==> src/sv/assert_macros.svh <==
// Assertion helpers used by the RTL.
// Both sample on clk and stay quiet while rst_n is low.
`ifndef ASSERT_MACROS_SVH
`define ASSERT_MACROS_SVH

// Combinational check at every clock edge.
`define ASSERT_ALWAYS(label, expr, msg) \
    label: assert property (@(posedge clk) disable iff (!rst_n) (expr)) else $error(msg);

// Antecedent in one cycle, consequent in the next.
`define ASSERT_NEXT(label, ante, cons, msg) \
    label: assert property (@(posedge clk) disable iff (!rst_n) (ante) |=> (cons)) \
        else $error(msg);

`endif

==> src/sv/rd_pkg.sv <==
package rd_pkg;

    // Default operand width
    localparam int OPERAND_BITS = 28;

    // Microcode addressing
    localparam int UPC_W = 2;
    typedef logic [UPC_W-1:0] upc_t;

    localparam upc_t UPC_LOAD = 2'd0;
    localparam upc_t UPC_ITER = 2'd1;
    localparam upc_t UPC_EMIT = 2'd2;

    // Datapath operation of one microcode step
    typedef enum logic [1:0] {
        OP_LOAD,
        OP_ITER,
        OP_EMIT,
        OP_IDLE
    } op_t;

    // Jump condition; when true the sequencer goes to jump_pc, else next_pc
    typedef enum logic [1:0] {
        COND_NEVER,
        COND_NO_REQ,
        COND_MORE,
        COND_OUT_BUSY
    } cond_t;

    typedef struct packed {
        op_t   op;
        cond_t cond;
        upc_t  jump_pc;
        upc_t  next_pc;
    } ctrl_word_t;

    // Control store: wait for a request, iterate once per quotient bit,
    // then hand the quotient to the output register.
    function automatic ctrl_word_t ucode(upc_t upc);
        ctrl_word_t w;
        unique case (upc)
            UPC_LOAD: w = '{op: OP_LOAD, cond: COND_NO_REQ,
                            jump_pc: UPC_LOAD, next_pc: UPC_ITER};
            UPC_ITER: w = '{op: OP_ITER, cond: COND_MORE,
                            jump_pc: UPC_ITER, next_pc: UPC_EMIT};
            UPC_EMIT: w = '{op: OP_EMIT, cond: COND_OUT_BUSY,
                            jump_pc: UPC_EMIT, next_pc: UPC_LOAD};
            default:  w = '{op: OP_IDLE, cond: COND_NEVER,
                            jump_pc: UPC_LOAD, next_pc: UPC_LOAD};
        endcase
        return w;
    endfunction

endpackage

==> src/sv/rd_if.sv <==
// Operand request channel
interface rd_in_if #(
    parameter int OPERAND_BITS = rd_pkg::OPERAND_BITS
) ();
    logic                    valid;
    logic                    ready;
    logic [OPERAND_BITS-1:0] dividend;
    logic [OPERAND_BITS-1:0] divisor;

    modport source (output valid, output dividend, output divisor, input ready);
    modport sink (input valid, input dividend, input divisor, output ready);
endinterface

// Quotient result channel
interface rd_out_if #(
    parameter int OPERAND_BITS = rd_pkg::OPERAND_BITS
) ();
    logic                    valid;
    logic                    ready;
    logic [OPERAND_BITS-1:0] quotient;

    modport source (output valid, output quotient, input ready);
    modport sink (input valid, input quotient, output ready);
endinterface

==> src/sv/restoring_divider.sv <==
// Unsigned restoring divider, OPERAND_BITS wide operands.
//
// request (sink): dividend and divisor; a request is taken when valid and
//   ready are both high. ready is high only while the sequencer waits at
//   its load step.
// result (source): truncated quotient, held in an output register until
//   taken. A zero divisor gives ones in bits 0 up to the dividend's
//   leading one (1 for a zero dividend).
//
// Sequence: after a request is taken the shared subtractor runs one
// shift-subtract step per quotient bit, then the write step fills the
// output register and result.valid rises; only then does the sequencer
// return to its load step and take the next request.
// A stalled receiver holds the quotient; the next request is still
// taken and computed, and waits at the write step until the output
// register frees up.
// Reset: rst_n (async, active low) returns the sequencer to the load
// step and empties the output register.
`include "assert_macros.svh"

module restoring_divider #(
    parameter int OPERAND_BITS = rd_pkg::OPERAND_BITS
) (
    input  logic      clk,
    input  logic      rst_n,
    rd_in_if.sink     request,
    rd_out_if.source  result
);

    localparam int CNT_W = $clog2(OPERAND_BITS);

    // Sequencer
    rd_pkg::upc_t       upc_reg;
    rd_pkg::upc_t       upc_next;
    rd_pkg::ctrl_word_t ctrl;
    logic               taken;

    // Datapath
    logic [OPERAND_BITS-1:0] rem_reg, rem_next;
    logic [OPERAND_BITS-1:0] quo_reg, quo_next;
    logic [OPERAND_BITS-1:0] dvd_reg, dvd_next;
    logic [OPERAND_BITS-1:0] dvs_reg, dvs_next;
    logic                    dvs_zero_reg, dvs_zero_next;
    logic                    seen_reg, seen_next;
    logic [CNT_W-1:0]        count_reg, count_next;
    logic [OPERAND_BITS:0]   trial;
    logic [OPERAND_BITS+1:0] diff;
    logic                    ge;
    logic                    qbit;

    // Output register
    logic [OPERAND_BITS-1:0] quotient_reg, quotient_next;
    logic                    out_valid_reg, out_valid_next;
    logic                    out_free;
    logic                    out_load;

    // Control word fetch and jump decision
    always_comb
    begin
        ctrl     = rd_pkg::ucode(upc_reg);
        out_free = !out_valid_reg || result.ready;
        unique case (ctrl.cond)
            rd_pkg::COND_NEVER:    taken = 1'b0;
            rd_pkg::COND_NO_REQ:   taken = !request.valid;
            rd_pkg::COND_MORE:     taken = (count_reg != '0);
            rd_pkg::COND_OUT_BUSY: taken = !out_free;
            default:               taken = 1'b0;
        endcase
        upc_next = taken ? ctrl.jump_pc : ctrl.next_pc;
    end

    always_ff @(posedge clk or negedge rst_n)
    begin
        if (!rst_n)
        begin
            upc_reg <= rd_pkg::UPC_LOAD;
        end
        else
        begin
            upc_reg <= upc_next;
        end
    end

    assign request.ready = (ctrl.op == rd_pkg::OP_LOAD);

    // Shift-subtract step: bring down the next dividend bit, try the divisor
    always_comb
    begin
        trial = {rem_reg, dvd_reg[OPERAND_BITS-1]};
        diff  = {1'b0, trial} - {2'b00, dvs_reg};
        ge    = !diff[OPERAND_BITS+1];
        // zero divisor: ones from the dividend's leading one down to bit 0
        qbit  = dvs_zero_reg ? (seen_reg | dvd_reg[OPERAND_BITS-1] | (count_reg == '0))
                             : ge;
    end

    // Datapath next state, steered by the control word
    always_comb
    begin
        rem_next      = rem_reg;
        quo_next      = quo_reg;
        dvd_next      = dvd_reg;
        dvs_next      = dvs_reg;
        dvs_zero_next = dvs_zero_reg;
        seen_next     = seen_reg;
        count_next    = count_reg;
        case (ctrl.op)
            rd_pkg::OP_LOAD:
            begin
                rem_next      = '0;
                quo_next      = '0;
                dvd_next      = request.dividend;
                dvs_next      = request.divisor;
                dvs_zero_next = (request.divisor == '0);
                seen_next     = 1'b0;
                count_next    = CNT_W'(OPERAND_BITS - 1);
            end
            rd_pkg::OP_ITER:
            begin
                rem_next   = ge ? diff[OPERAND_BITS-1:0] : trial[OPERAND_BITS-1:0];
                quo_next   = {quo_reg[OPERAND_BITS-2:0], qbit};
                dvd_next   = {dvd_reg[OPERAND_BITS-2:0], 1'b0};
                seen_next  = seen_reg | dvd_reg[OPERAND_BITS-1];
                count_next = count_reg - CNT_W'(1);
            end
            default:
            begin
            end
        endcase
    end

    always_ff @(posedge clk)
    begin
        rem_reg      <= rem_next;
        quo_reg      <= quo_next;
        dvd_reg      <= dvd_next;
        dvs_reg      <= dvs_next;
        dvs_zero_reg <= dvs_zero_next;
        seen_reg     <= seen_next;
        count_reg    <= count_next;
    end

    // Output register
    always_comb
    begin
        out_load       = (ctrl.op == rd_pkg::OP_EMIT) && out_free;
        quotient_next  = out_load ? quo_reg : quotient_reg;
        out_valid_next = out_load ? 1'b1 : (out_valid_reg && !result.ready);
    end

    always_ff @(posedge clk or negedge rst_n)
    begin
        if (!rst_n)
        begin
            out_valid_reg <= 1'b0;
        end
        else
        begin
            out_valid_reg <= out_valid_next;
        end
    end

    always_ff @(posedge clk)
    begin
        quotient_reg <= quotient_next;
    end

    assign result.valid    = out_valid_reg;
    assign result.quotient = quotient_reg;

    // Checks
    `ASSERT_NEXT(a_load_starts_iter, request.valid && request.ready,
        (upc_reg == rd_pkg::UPC_ITER) && (count_reg == CNT_W'(OPERAND_BITS - 1)),
        "accepted request did not start the iteration")
    `ASSERT_NEXT(a_iter_ends_emit, (ctrl.op == rd_pkg::OP_ITER) && (count_reg == '0),
        upc_reg == rd_pkg::UPC_EMIT, "last iteration did not go to the write step")
    `ASSERT_NEXT(a_emit_fills_out, out_load,
        out_valid_reg && (upc_reg == rd_pkg::UPC_LOAD),
        "write step did not fill the output register")

endmodule

==> src/flat_wrapper.sv <==
// flat-port wrapper written by rule: the top's interface ports become plain ports
module restoring_divider_flat 
#(
    parameter int OPERAND_BITS = rd_pkg::OPERAND_BITS
)
  (clk, rst_n, request_valid, request_dividend, request_divisor, request_ready, result_valid, result_quotient, result_ready);
  rd_in_if #(.OPERAND_BITS(OPERAND_BITS)) request_i ();
  rd_out_if #(.OPERAND_BITS(OPERAND_BITS)) result_i ();
  input  logic clk;
  input  logic rst_n;
  input wire logic [$bits(request_i.valid)-1:0] request_valid;
  input wire logic [$bits(request_i.dividend)-1:0] request_dividend;
  input wire logic [$bits(request_i.divisor)-1:0] request_divisor;
  output wire logic [$bits(request_i.ready)-1:0] request_ready;
  output wire logic [$bits(result_i.valid)-1:0] result_valid;
  output wire logic [$bits(result_i.quotient)-1:0] result_quotient;
  input wire logic [$bits(result_i.ready)-1:0] result_ready;
  assign request_i.valid = request_valid;
  assign request_i.dividend = request_dividend;
  assign request_i.divisor = request_divisor;
  assign request_ready = request_i.ready;
  assign result_valid = result_i.valid;
  assign result_quotient = result_i.quotient;
  assign result_i.ready = result_ready;
  restoring_divider #(.OPERAND_BITS(OPERAND_BITS)) u_core (.clk(clk), .rst_n(rst_n), .request(request_i), .result(result_i));
endmodule
==> config.mk <==
export PLATFORM = sky130hd
export DESIGN_NAME = restoring_divider_flat
export DESIGN_NICKNAME = d
export VERILOG_FILES = /design/src/sv/rd_pkg.sv /design/src/sv/rd_if.sv /design/src/sv/restoring_divider.sv /design/src/flat_wrapper.sv
export VERILOG_INCLUDE_DIRS = /design/src /design/src/sv
export SDC_FILE = /design/constraint.sdc
export NUM_CORES = 1
export LEC_CHECK = 0
export BUFFER_PORTS_ARGS = -buffer_cell sky130_fd_sc_hd__buf_2
export CELL_PAD_IN_SITES_DETAIL_PLACEMENT = 1
export CELL_PAD_IN_SITES_GLOBAL_PLACEMENT = 2
export CORE_MARGIN = 1.5
export CORE_UTILIZATION = 44
export CTS_BUF_LIST = sky130_fd_sc_hd__clkbuf_4 sky130_fd_sc_hd__clkbuf_8
export DETAILED_ROUTE_END_ITERATION = 8
export PLACE_DENSITY_LB_ADDON = 0.1
export SLEW_MARGIN = 20
export SYNTH_ARGS = -nofsm -noshare
export SYNTH_HDL_FRONTEND = slang
export SYNTH_SLANG_ARGS = --single-unit
==> constraint.sdc <==
create_clock -name clk -period 6.69 [get_ports clk]
set_input_delay 0.669 -clock clk [delete_from_list [all_inputs] [get_ports clk]]
set_output_delay 0.669 -clock clk [all_outputs]
set_load 0.1 [all_outputs]
After elaboration in Yosys (flattened, before gate mapping)
Cells that the tools add are included.

Output and inout port bits: 30. Register bits: 150. Word-level logic and storage cells: 47.

Reduce and logical (&&, ||, !) cells: 15. Eq/ne operators: 7. $add $sub $neg: 2. Bitwise operators: 2. Mux-type cells: 11.

Operator list (number): $pmux W28 S2 (3); $sub A29 B28 Y30 (1); $logic_not A28 Y1 (1); $mux W28 (1); $pmux W8 S3 (1); $pmux W5 S2 (1); $eq A2 B2 Y1 const B (4); $eq A2 B1 Y1 const B (3); $logic_not A2 Y1 (3); $logic_not A1 Y1 (5); $logic_not A5 Y1 (1); $reduce_bool A5 Y1 (1); $sub A5 B1 Y5 const B (1); $pmux W1 S4 (1); $logic_and A1 B1 Y1 (2); $mux W1 (2); $mux W2 (1); $or A1 B1 Y1 (2); $pmux W1 S2 (1); $reduce_bool A2 Y1 (1); $logic_or A1 B1 Y1 (1).

Longest topological paths before layout
Gate-level depths: netlist of run 1.

Word-level depth: 5. Depth in mapped cells: 13. Mapped depth without buffers: 13.

Worst setup path before layout of run 1
OpenSTA, ideal clock, no wires.

Path type: reg-to-output. From: reg u_core.upc_reg[0]. To: out request_ready. Cell stages (with the launch flop): 2. Arrival time: 2869 ps. Buffers on the path: 0. Slack: 3152 ps. Cells stage by stage: dfrtp_1 -> nor2_1.

Word-level cells in the longest chain between the ends: 3. Elaborated cells between the ends (all ways): 5. Those cells by class: eq/ne: 2; mux: 1; reduce/logical: 2.

Ends and longest elaborated chain: start: declaration (RTL line restoring_divider.sv:33) `rd_pkg::upc_t upc_reg;`; start signal: assignment (RTL line restoring_divider.sv:76) `upc_reg <= rd_pkg::UPC_LOAD;`; start signal: assignment (RTL line restoring_divider.sv:80) `upc_reg <= upc_next;`; $eq A2 B2 Y1, or another cell as far along (RTL line rd_pkg.sv:41) `unique case (upc)`; $pmux W8 S3 * (RTL line rd_pkg.sv:41); $logic_not A2 Y1 * (RTL line restoring_divider.sv:84) `assign request.ready = (ctrl.op == rd_pkg::OP_LOAD);`; end: declaration (RTL line flat_wrapper.sv:14) `output wire logic [$bits(request_i.ready)-1:0] request_ready;`.

Mark *: on every way between the ends. The rest lies on a longest branch, timed or not.

Worst setup path in the final report of run 1
From: reg u_core.rem_reg[19]. To: reg u_core.rem_reg[22], data pin.

Word-level cells in the longest chain between the ends: 3.

Ends and longest elaborated chain: start: declaration (RTL line restoring_divider.sv:39) `logic [OPERAND_BITS-1:0] rem_reg, rem_next;`; start signal: assignment (RTL line restoring_divider.sv:134) `rem_reg <= rem_next;`; $sub A29 B28 Y30 (RTL line restoring_divider.sv:90) `diff = {1'b0, trial} - {2'b00, dvs_reg};`; $mux W28 (RTL line restoring_divider.sv:120) `rem_next = ge ? diff[OPERAND_BITS-1:0] : trial[OPERAND_BITS-1:0];`; $pmux W28 S2 (RTL line restoring_divider.sv:107) `case (ctrl.op)`.

No other way between the ends. A chain may end at the register's enable or synchronous reset.

==> impl.org, run 1 <==
** Min path
- Hold Crit Class :: input port to flop

** Routing
- The first TritonRoute pass finished after 4 iterations.
- Dividing the detail-routed wire length by the instance count gives 17.3 µm.
- Detailed route wirelength on metal2 :: 7.83 mm
- Post-detailed-routing wire length :: 16.0 mm
- Initial detailed-routing violation count :: 243
- Number of antenna-violating nets in the routed design :: 0
- DRC errors left :: 0
- Length of routed wiring on met1 :: 7.35 mm
- Highest routed metal layer :: met4
- Summed over all nets, wire length on met3 after detailed routing comes to 622 µm.
- For this block, the via count after detailed routing is 4783.
- After detailed routing, the number of vias per cell comes to 5.16.

** Layout
- Fill cells in the final layout number 1768.
- Share of cells above drive strength 1 :: 0.200
- P&R area growth vs syn :: 14.6%
- The repair_antennas step left the layout with diodes totalling 0.
- Final instance count without filler cells :: 927
- The final layout contains 789 nets.

** Synthesis
- The most used flip-flop cell after synthesis is edfxtp_1.
- Synth area leader :: edfxtp_1
- The synthesized netlist contains 53 unique library cells.
- Synthesis inferred 150 register bits.
- Cell Area, Synth :: 0.00722 mm²
- edfxtp_1 is the most common cell in the netlist.
- EDFF count, synth :: 147
- Counting instances in the post-synthesis netlist gives the leading cell types as 147 x edfxtp_1, 109 x nand2_1, 40 x nor2_1.
- Leading cell types by total area after synthesis :: edfxtp_1 61%, nand2_1 5.7%, ha_1 5.2%, and2_1 2.5%, xnor2_1 2.4%
- For this run, asynchronously set or reset flops after synthesis account for 0.0200.
- The Yosys step of the flow raised 0 warnings.
- Synthesized netlist cell count :: 607
- Synthesized Nets :: 698
- Top cell type's share of synthesized area :: 0.611
- Sequential fraction of the synthesis area :: 0.622
- Syn Area/Cell :: 11.9 µm²

** Setup path
- Required time of the critical path :: 6.87 ns
- Along the worst path, the maximum fanout reaches 22.
- The setup check on the worst reg-to-reg path leaves a slack of 3.16 ns.
- Source of the critical timing path :: u_core.rem_reg[19]
- CP arrival :: 3.71 ns
- Reg2Reg Capture Point :: u_core.rem_reg[22]
- STA classifies the critical path endpoint as a flop.
- Path depth of the worst reg2reg path :: 11
- The worst setup path is launched from a flop.
- Worst Setup EP :: u_core.rem_reg[22]
- The worst register-to-register path begins at u_core.rem_reg[19].
- WS Path Type :: flop to flop

** STA
- Between clock sinks in the finished design, the worst skew comes to 0.0104 ns.
- Final Max Slew Viols :: 0
- Setup violations remaining at the end of the flow were counted as 0.
- For this run, the top clock speed supported by timing is 283 MHz.
- The final count of hold timing violations is 0.
- Relative slew margins :: 0.482
- Setup TNS :: 0 ns
- The clock period could shrink to 3.53 ns.
- Final worst slack :: 3.16 ns
- Transition time of the tightest slew-check pin :: 0.776 ns
- Fin crit share :: 0.527
- Setup repair after global routing left no endpoint under its margin.

** Global route
- Maximum number of pins on one net before global-route repair :: 51
- Number of antenna violations at the first check in global routing :: 0
- Across every metal layer, demand over resource in global routing totals 0.198.
- Via count of the first global-routing pass :: 5129
- After global routing the overflow that remains totals 0.
- Global-route wire length before repair :: 26.6 mm

** Clocking
- Clock insertion delay at the later pin of the skew report :: 0.45 ns
- Buffers added to address setup during post-CTS repair amount to 0.
- After clock tree synthesis, the repair step resized 0 gates.
- The number of clock buffers added by TritonCTS is 17.
- The number of hold buffers added after CTS was 1.
- Clock-pin slew of the registers on the worst-case setup and hold paths :: 0.09 ns
- In this run the deepest clock path goes through 2 buffers.
- Clock tree synthesis found a total of 150 sinks.
- Root Buffer Master :: clkbuf_8
- TritonCTS built the clock tree.
- H-tree depth :: 4

** Pwr
- Dividing total power by cell area gives a power density of 492 mW/mm².
- PnR Total Power :: 0.00407 W
- VDD sags by at most 0.190 mV.
- Leak Pwr :: 3.55 nW

** Floorplanning
- Core region area :: 0.0159 mm²
- Width of the chip :: 131 µm
- Initial Util :: 0.453
- Height of the die :: 131 µm
- Count of pins on the block boundary :: 90
- FP Rows :: 46
- The die covers 0.0172 mm².

** Status
- The run finished with clean final reports.

** Place
- Gpl congestion :: 0.836
- Detailed placement finished with a half-perimeter wire length of 11.2 mm.
- Before CTS, the worst setup slack after placement is 3.16 ns.
- Count of buffers inserted at the top-level ports :: 89
- Post-placement cell count :: 894

** Flow run
- Across the run, the number of max-cap violations was 0.
-- area by class of cell --
cell class / count / area [µm²] / area share
Tap cell: 216 / 270 / 0.0326
Multi-Input combinational cell: 398 / 2510 / 0.303
Clock inverter: 15 / 148 / 0.0178
Inverter: 36 / 136 / 0.0165
Sequential cell: 150 / 4490 / 0.542
Timing Repair Buffer: 95 / 493 / 0.0595
Clock buffer: 17 / 234 / 0.0283
-- per-stage QoR --
step                hold WS, ns  area [µm²]   util
floorplan                 0.373        7220      -
global placement          0.409        7880  0.494
detailed placement        0.413        7890  0.495
CTS                       0.373        8280  0.519
global route              0.369        8280  0.519
finish                    0.407        8280  0.519
-- report_power, final --
group	switching [W]	total, W	internal, W
clock network	0.000389	0.000661	0.000271
registers	0.000142	0.00165	0.00151
logic	0.00104	0.00176	0.000717
-- how the worst min path moves through the flow --
stage                                    from  slack (ns)  cells past startpoint                    endpoint
after floorplan                         rst_n        0.37                      0         u_core.result.valid
after global placement     u_core.quo_reg[27]        0.41                      0  u_core.result.quotient[27]
after detailed placement   u_core.quo_reg[27]        0.41                      0  u_core.result.quotient[27]
after CTS                  request_divisor[3]        0.37                      1           u_core.dvs_reg[3]
after global routing      request_divisor[16]        0.37                      1          u_core.dvs_reg[16]
final                      request_divisor[3]        0.41                      1           u_core.dvs_reg[3]
-- critical path, stage by stage, from the launching register on --
cell and delay, ns:
edfxtp_1 0.42, ha_1 0.44, nand3_1 0.16, nor3_1 0.36, nand3_1 0.11, or3_1 0.34
nand3_2 0.09, o21ai_2 0.09, o21ai_4 0.46, buf_4 0.45, mux2i_1 0.27, nor2_1 0.06
-- metal layers --
layer | up-vias | GRT usage
li1 | 2349 | -
met1 | 2331 | 0.253
met2 | 85 | 0.335
met3 | 18 | 0.0475
met4 | 0 | 0.0587
met5 | - | 0
-- cells by family (layout without fill, tap and decap cells) --
logic type	count (synthesis)	in the layout	share of synthesized area
xor+xnor	27	27	0.0327
compound gates	95	95	0.0884
flops	150	150	0.622
fa+ha+maj	31	31	0.0547
mux	16	16	0.0222
simple gates	229	229	0.147
buf+inv	59	163	0.0338
-- cells in the final DEF (no fill, tap or decap), types with 3 or more instances in the layout --
cell type and count:
a211oi_1 3, a211oi_2 5, a21o_1 14, a21oi_1 30, a31oi_1 4, and2_1 29
and3_1 6, buf_2 89, buf_4 5, clkbuf_8 17, clkinv_4 5, clkinv_8 3
dfrtp_1 3, edfxtp_1 147, ha_1 30, inv_1 35, mux2i_1 16, nand2_1 108
nand2b_1 4, nand3_1 9, nand4_1 4, nor2_1 39, nor2b_1 3, nor3_1 6
nor4_1 7, o211ai_1 3, o21ai_0 14, o22ai_1 7, xnor2_1 20, xor2_1 7
(Power assumes the default switching activity.)
==> run 2, diff against run 1 <==
--- a/config.mk
+++ b/config.mk
@@ -10,7 +10,7 @@
 export CELL_PAD_IN_SITES_DETAIL_PLACEMENT = 1
 export CELL_PAD_IN_SITES_GLOBAL_PLACEMENT = 2
 export CORE_MARGIN = 1.5
-export CORE_UTILIZATION = 44
+export CORE_UTILIZATION = 37
 export CTS_BUF_LIST = sky130_fd_sc_hd__clkbuf_4 sky130_fd_sc_hd__clkbuf_8
 export DETAILED_ROUTE_END_ITERATION = 8
 export PLACE_DENSITY_LB_ADDON = 0.1
==> constraint.sdc (replaced) <==
create_clock -name clk -period 2.87 [get_ports clk]
set_input_delay 0.287 -clock clk [delete_from_list [all_inputs] [get_ports clk]]
set_output_delay 0.287 -clock clk [all_outputs]
set_load 0.1 [all_outputs]
==> impl.org, run 2 (same netlist as run 1, synthesis figures left out) <==
** Routing
- Average wire per cell in the routed design :: 17.2 µm (was 17.3 µm)
- Post-detailed-routing wire length :: 18.0 mm (was 16.0 mm)
- The routed via count came to 5157 (was 4783).
- DRC errors left :: 0 (unchanged)
- The iteration count of the initial detailed-routing pass is 5 (was 4).
- Number of antenna-violating nets in the routed design :: 0 (unchanged)
- The count of routing violations after the opening detailed-route iteration came to 198 (was 243).
- Routed vias/inst :: 4.91 (was 5.16)

** Clocking
- Clock-pin slew of the registers on the worst-case setup and hold paths :: 0.10 ns (was 0.09 ns)
- H-tree depth :: 4 (unchanged)
- Root Buffer Master :: clkbuf_8 (unchanged)
- The clock network latency to the later pin of the worst-skew pair is 0.45 ns (about the same).
- Buffers from clock root to sink, at most :: 2 (unchanged)
- # clock sinks :: 150 (unchanged)
- CTS tree :: yes (unchanged)
- The total CTS buffers came to 17 (unchanged).

** STA
- The maximum operating frequency came to 348 MHz (was 283 MHz).
- Fin crit share :: 1.00 (was 0.527)
- The clock period minus worst slack came to 2.87 ns (was 3.53 ns).
- The final count of pins violating max slew is 0 (unchanged).
- Finish-stage setup viols :: 0 (unchanged)
- Setup TNS :: 0 ns (unchanged)
- Hold Vio Cnt, Final :: 0 (unchanged)
- The worst slew margin relative to its limit was 0.423 (was 0.482).
- RSZ-0062 raised after global routing: true (was false).
- The worst clock skew was 0.0122 ns (was 0.0104 ns).
- The transition at the pin with the smallest max-transition slack is 0.858 ns (was 0.776 ns).

** Setup path
- Nature of the critical path endpoint :: flop (unchanged)
- Peak fanout along the critical path :: 16 (was 22)
- The kind of start point of the critical path is a flop (unchanged).
- The critical path start-end classification was flop to flop (unchanged).
- The arrival time at the worst endpoint came to 3.08 ns (was 3.71 ns).
- Worst-case register-to-register setup slack :: 0.0004 ns (was 3.16 ns)
- The data required time at the worst endpoint came to 3.08 ns (was 6.87 ns).

** Place
- The half-perimeter wire length after placement was 12.3 mm (was 11.2 mm).
- The weighted congestion at the end of routability-driven global placement is 0.822 (was 0.836).
- Count of buffers inserted at the top-level ports :: 89 (unchanged)

** Layout
- The proportion of layout cells with a drive suffix above 1 is 0.299 (was 0.200).
- The most common cell after layout, fill and taps aside is edfxtp_1 (unchanged).
- The area growth from synthesis to final layout is 29.8% (was 14.6%).
- Diodes inserted :: 0 (unchanged)
- Leading cell types in the layout, fill and taps excluded: 147 x edfxtp_1, 107 x nand2_1, 89 x buf_2 (was 147 x edfxtp_1, 108 x nand2_1, 89 x buf_2).
- The net count of the finished layout came to 868 (was 789).

** Flow run
- Max-cap violations :: 0 (unchanged)

** Global route
- The overall routing resource usage was 0.187 (was 0.198).
- The pin count of the biggest net entering global routing came to 92 (was 51).
- Gr ovfl total :: 0 (unchanged)
- The global-route wire length before repair is 29.0 mm (was 26.6 mm).
- The via count of the first global-routing pass is 5492 (was 5129).
- The number of antenna violations at the first check in global routing came to 0 (unchanged).

** Floorplanning
- FP Rows :: 50 (was 46)
- The die footprint is 0.0204 mm² (was 0.0172 mm²).
- The core footprint came to 0.0189 mm² (was 0.0159 mm²).
- Width of the chip :: 143 µm (was 131 µm)
- Initial Util :: 0.382 (was 0.453)
- The floorplan die height was 143 µm (was 131 µm).
- The number of top-level pins came to 90 (unchanged).

** Pwr
- The areal power density over the cells is 1170 mW/mm² (was 492 mW/mm²).
- The leakage power was 3.99 nW (was 3.55 nW).
- Max VDD drop :: 0.529 mV (was 0.190 mV)
- The final total power is 0.0110 W (was 0.00407 W).

** Min path
- The worst min-delay path class was input port to flop (unchanged).

** Status
- Outcome: finished, final reports clean (unchanged).
run 2: critical path, cell delays in order, from the launching register on:
cell      delay [ns]
edfxtp_1        0.44
ha_4            0.32
o21a_1          0.12
nor2_1          0.04
o311a_1         0.33
or3_1           0.40
nand3_2         0.11
o21ai_4         0.08
o21ai_4         0.18
buf_12          0.16
buf_12          0.16
mux2i_1         0.22
nor2_1          0.05
run 2: cell type report:
type / instances / area [µm²]
Timing Repair Buffer: 174 / 1230
Multi-Input combinational cell: 398 / 2780
Clock inverter: 15 / 180
Tap cell: 260 / 325
Sequential cell: 150 / 4490
Inverter: 36 / 139
Clock buffer: 17 / 234
Fill cell: 2039 / 9520
run 2: power by group:
group / switching, W / internal, W / leakage (nW) / total, W
Sequential: 0.000366 / 0.00352 / 1.55 / 0.00389
Combinational: 0.00281 / 0.00264 / 2.24 / 0.00545
Clock: 0.00100 / 0.000669 / 0.204 / 0.00167
run 2: worst paths after layout:
check	startpoint	depth (start not counted)	to
worst max-delay path	u_core.rem_reg[4]	12	u_core.rem_reg[12]
max in group asynchronous	rst_n	2	u_core.upc_reg[1]
worst min register to register	u_core.quo_reg[1]	0	u_core.result.quotient[1]
worst min-delay path	request_divisor[19]	1	u_core.dvs_reg[19]
worst max register to register	u_core.rem_reg[4]	12	u_core.rem_reg[12]
min in group asynchronous	rst_n	2	u_core.upc_reg[0]
run 2: routing by layer:
layer / share of wire / wire [µm] / GRT usage / vias up
met4: 0.012 / 212 / 0.0564 / 0
met2: 0.49 / 8800 / 0.308 / 80
met5: 0 / 0 / 0 / -
met3: 0.029 / 524 / 0.0359 / 19
li1: - / - / - / 2507
met1: 0.47 / 8500 / 0.250 / 2551
run 2: stage by stage:
stage	worst slack [ns]	utilization	cell area, µm²	cells	hold slack (ns)
final	0.000449	0.496	9370	1050	0.0379
after global routing	-0.139	0.496	9370	1050	0.00432
after CTS	0.00146	0.487	9200	1045	0.00171
after detailed placement	-0.109	0.446	8420	989	0.0877
after global placement	-0.0991	0.446	8420	989	0.0887
after floorplan	-0.00483	-	7260	607	-0.00859
run 2: timing repair:
item | 4_1_cts | 5_1_grt
buffers inserted | 3 | 5
endpoints found under the setup margin | 29 | 29
gates cloned | 1 | 0
pin swaps | 7 | 4
gates resized for setup | 16 | 19
hold buffers | 20 | 0
hold endpoints to repair | 22 | 0
==> run 3, diff against run 2 <==
--- a/config.mk
+++ b/config.mk
@@ -6,11 +6,12 @@
 export SDC_FILE = /design/constraint.sdc
 export NUM_CORES = 1
 export LEC_CHECK = 0
+export ABC_AREA = 1
 export BUFFER_PORTS_ARGS = -buffer_cell sky130_fd_sc_hd__buf_2
-export CELL_PAD_IN_SITES_DETAIL_PLACEMENT = 1
-export CELL_PAD_IN_SITES_GLOBAL_PLACEMENT = 2
+export CELL_PAD_IN_SITES_DETAIL_PLACEMENT = 0
+export CELL_PAD_IN_SITES_GLOBAL_PLACEMENT = 1
 export CORE_MARGIN = 1.5
-export CORE_UTILIZATION = 37
+export CORE_UTILIZATION = 42
 export CTS_BUF_LIST = sky130_fd_sc_hd__clkbuf_4 sky130_fd_sc_hd__clkbuf_8
 export DETAILED_ROUTE_END_ITERATION = 8
 export PLACE_DENSITY_LB_ADDON = 0.1
==> impl.org, run 3 <==
** Status
- Outcome: finished, final reports clean (unchanged).

** Clocking
- The clock tree root driver cell was clkbuf_8 (unchanged).
- H-tree depth :: 4 (unchanged)
- Clock insertion delay at the later pin of the skew report :: 0.47 ns (was 0.45 ns)
- The number of cells upsized or downsized after cts is 0 (was 16).
- Number of buffers created by CTS :: 17 (unchanged)
- Clock-pin slew of the registers on the worst-case setup and hold paths :: 0.12 ns (was 0.10 ns)
- The TritonCTS clock tree is yes (unchanged).
- Buffers from clock root to sink, at most :: 2 (unchanged)
- # clock sinks :: 150 (unchanged)

** STA
- The worst clock skew was 0.0240 ns (was 0.0122 ns).
- The setup violation total in the final timing report was 0 (unchanged).
- The transition at the pin with the smallest max-transition slack was 0.815 ns (was 0.858 ns).
- The post-route clock period utilization was 0.866 (was 1.00).
- The worst slew margin relative to its limit is 0.455 (was 0.423).
- Setup TNS :: 0 ns (unchanged)
- Final Max Slew Viols :: 0 (unchanged)
- The maximum operating frequency was 402 MHz (was 348 MHz).
- The final count of hold timing violations was 0 (unchanged).
- The post-route worst hold slack came to 0.0265 ns (was 0.0379 ns).
- RSZ-0062 raised after global routing: false (was true).
- Shortest clock period the worst path allows after layout :: 2.48 ns (was 2.87 ns)

** Synthesis
- The number of warning messages in the yosys log was 0 (unchanged).
- Share of flip-flops with an asynchronous set or reset after synthesis :: 0.0200 (unchanged)
- The most repeated cell in the gate-level netlist after synthesis was nand2_1 (was edfxtp_1).
- Cell Area, Synth :: 0.00807 mm² (was 0.00722 mm²)
- Synth area leader :: edfxtp_1 (unchanged)
- Leading cell types by total area after synthesis :: edfxtp_1 55%, nand2_1 14%, inv_1 8.4%, nor2_1 5.1%, ha_1 4.7% (was edfxtp_1 61%, nand2_1 5.7%, ha_1 5.2%, and2_1 2.5%, xnor2_1 2.4%)
- The flip-flop and latch count after synthesis is 150 (unchanged).
- Syn Area/Cell :: 8.74 µm² (was 11.9 µm²)
- Top cell type's share of synthesized area :: 0.547 (was 0.611)
- Most used standard cells in the synthesized netlist :: 291 x nand2_1, 181 x inv_1, 147 x edfxtp_1 (was 147 x edfxtp_1, 109 x nand2_1, 40 x nor2_1)
- The net count after synthesis is 1014 (was 698).
- Sequential fraction of the synthesis area :: 0.557 (was 0.622)
- The count of mapped cells out of synthesis was 923 (was 607).
- The count of flip-flops with a built-in enable after synthesis is 147 (unchanged).
- The most used flip-flop cell after synthesis is edfxtp_1 (unchanged).
- Distinct cell type count after synthesis :: 38 (was 53)

** Place
- Count of buffers inserted at the top-level ports :: 89 (unchanged)
- The weighted congestion at the end of routability-driven global placement is 0.871 (was 0.822).
- DPL Wire Length :: 13.1 mm (was 12.3 mm)
- Dpl cell area :: 0.00879 mm² (was 0.00842 mm²)

** Setup path
- WS Path Type :: flop to flop (unchanged)
- Required time of the critical path :: 3.10 ns (was 3.08 ns)
- Series of cell instances along the critical path :: ha_1, nand2_2, nor3_2, and2_4, and2_4, nand2_4, nand2_8, inv_4, a21oi_1, nor2_1 (was ha_4, o21a_1, nor2_1, o311a_1, or3_1, nand3_2, o21ai_4, o21ai_4, buf_12, buf_12, mux2i_1, nor2_1)
- The capturing element type of the critical path is a flop (unchanged).
- CP arrival :: 2.72 ns (was 3.08 ns)
- Worst Path Buf+Inv :: 1 (was 2)
- The maximum fanout along the worst path came to 41 (was 16).
- The maximum cell stage delay along the critical path came to 0.43 ns (was 0.44 ns).
- The kind of start point of the critical path is a flop (unchanged).
- The top cell family by delay on the critical path is simple AND/OR/NAND/NOR gates (was compound AO/OA/AOI/OAI gates).
- CP max-delay cell :: edfxtp_1 (unchanged)
- Cell seen most often among critical-path stages :: and2_4

** Floorplanning
- Area of the die :: 0.0200 mm² (was 0.0204 mm²)
- Count of pins on the block boundary :: 90 (unchanged)
- The floorplan die height was 142 µm (was 143 µm).
- Width of the chip :: 142 µm (was 143 µm)
- The core footprint is 0.0188 mm² (was 0.0189 mm²).
- FP Rows :: 50 (unchanged)
- The initial core utilization was 0.430 (was 0.382).

** Layout
- Leading cell types in the layout, fill and taps excluded: 291 x nand2_1, 180 x inv_1, 147 x edfxtp_1 (was 147 x edfxtp_1, 107 x nand2_1, 89 x buf_2).
- Final #Nets :: 1139 (was 868)
- The proportion of layout cells with a drive suffix above 1 was 0.156 (was 0.299).
- Diodes inserted :: 0 (unchanged)
- The area growth from synthesis to final layout was 17.3% (was 29.8%).
- Core utilization of the finished layout :: 0.504 (was 0.496)
- The finished layout cell area was 0.00946 mm² (was 0.00937 mm²).
- The most common cell after layout, fill and taps aside was nand2_1 (was edfxtp_1).
- Count of filler cells inserted in the layout :: 1846 (was 2039)

** Pwr
- The maximum vdd ir drop came to 0.510 mV (was 0.529 mV).
- Part of the total power dissipated in combinational logic :: 0.491 (was 0.495)
- Fraction of power consumed by sequential logic :: 0.355 (was 0.353)
- The clock network power share came to 0.153 (was 0.152).
- Leak Pwr :: 4.65 nW (was 3.99 nW)
- The total internal power was 0.00608 W (was 0.00683 W).
- Power density cells :: 1160 mW/mm² (was 1170 mW/mm²)
- The switching power was 0.00489 W (was 0.00418 W).
- Sw Share :: 0.446 (was 0.379)

** Routing
- The average wire length per cell after detail routing came to 14.0 µm (was 17.2 µm).
- The routed wire length was 18.1 mm (was 18.0 mm).
- The average vias per placed instance came to 4.57 (was 4.91).
- DRC errors left :: 0 (unchanged)
- The iteration count of the initial detailed-routing pass came to 5 (unchanged).
- The number of nets with antenna violations after routing is 0 (unchanged).
- The routed via count came to 5921 (was 5157).
- The count of routing violations after the opening detailed-route iteration was 271 (was 198).

** Global route
- The via count of the first global-routing pass was 6084 (was 5492).
- The total grt overflow was 0 (unchanged).
- The number of antenna violations at the first check in global routing was 0 (unchanged).
- Global-route wire length before repair :: 30.1 mm (was 29.0 mm)
- The pin count of the biggest net entering global routing is 52 (was 92).
- The overall routing resource usage is 0.195 (was 0.187).

** Min path
- Hold Crit Class :: input port to flop (unchanged)

** Flow run
- The number of max-cap violations came to 0 (unchanged).
run 3: cell type report:
class | instances | area (µm²) | area share
multi-input combinational | 570 | 2800 | 0.296
clock inverter | 15 | 179 | 0.0189
sequential | 150 | 4490 | 0.474
clock buffer | 17 | 234 | 0.0247
tap | 234 | 293 | 0.0309
timing repair buffer | 123 | 766 | 0.0809
inverter | 186 | 704 | 0.0744
run 3: path summary, 6_finish.rpt:
path | from | endpoint | slack, ns | depth (start not counted)
max in group asynchronous | rst_n | u_core.upc_reg[1] | 2.63 | 2
worst min register to register | u_core.quo_reg[27] | u_core.result.quotient[27] | 0.43 | 0
worst max-delay path | u_core.rem_reg[24] | u_core.rem_reg[19] | 0.39 | 10
worst max register to register | u_core.rem_reg[24] | u_core.rem_reg[19] | 0.39 | 10
min in group asynchronous | rst_n | u_core.upc_reg[0] | 0.13 | 2
worst min-delay path | result_ready | u_core.result.valid | 0.03 | 2
run 3: kinds of logic (layout without fill, tap and decap cells):
kind of cell,Yosys count,in the layout,synth area share
AO/OA/AOI/OAI,48,48,0.0321
XOR/XNOR,15,15,0.0163
adder cells (fa/ha/maj),31,31,0.0490
buffers and inverters,203,341,0.0994
flip-flops,150,150,0.557
AND/OR/NAND/NOR,476,476,0.247
run 3: layer usage:
| layer | global-route usage | wire [µm] | vias to the layer above |
|---|---|---|---|
| met5 | 0 | 0 | - |
| met4 | 0.0635 | 347 | 0 |
| met3 | 0.0442 | 740 | 24 |
| met2 | 0.324 | 8560 | 81 |
| met1 | 0.254 | 8430 | 2678 |
| li1 | - | - | 3138 |
run 3: power groups by stage:
| stage | sequential [W] | combinational (W) | clock (W) |
|---|---|---|---|
| floorplan | 0.00386 | 0.00423 | 0 |
| global placement | 0.00391 | 0.00543 | 0 |
| global route | 0.00398 | 0.00627 | 0.00182 |
| detailed placement | 0.00395 | 0.00543 | 0 |
| finish | 0.00390 | 0.00539 | 0.00168 |
| CTS | 0.00390 | 0.00548 | 0.00173 |
run 3: what timing repair did:
action,CTS,global route
hold buffers,26,0
setup buffers,0,0
endpoints found under the hold margin,28,0
run 3: metrics by stage:
| stage | total power, W | instances | setup WS (ns) |
|---|---|---|---|
| after floorplan | 0.00810 | 923 | 0.0180 |
| after global placement | 0.00935 | 1237 | 0.343 |
| after detailed placement | 0.00938 | 1237 | 0.331 |
| after CTS | 0.0111 | 1295 | 0.295 |
| after global routing | 0.0121 | 1295 | 0.157 |
| final | 0.0110 | 1295 | 0.385 |
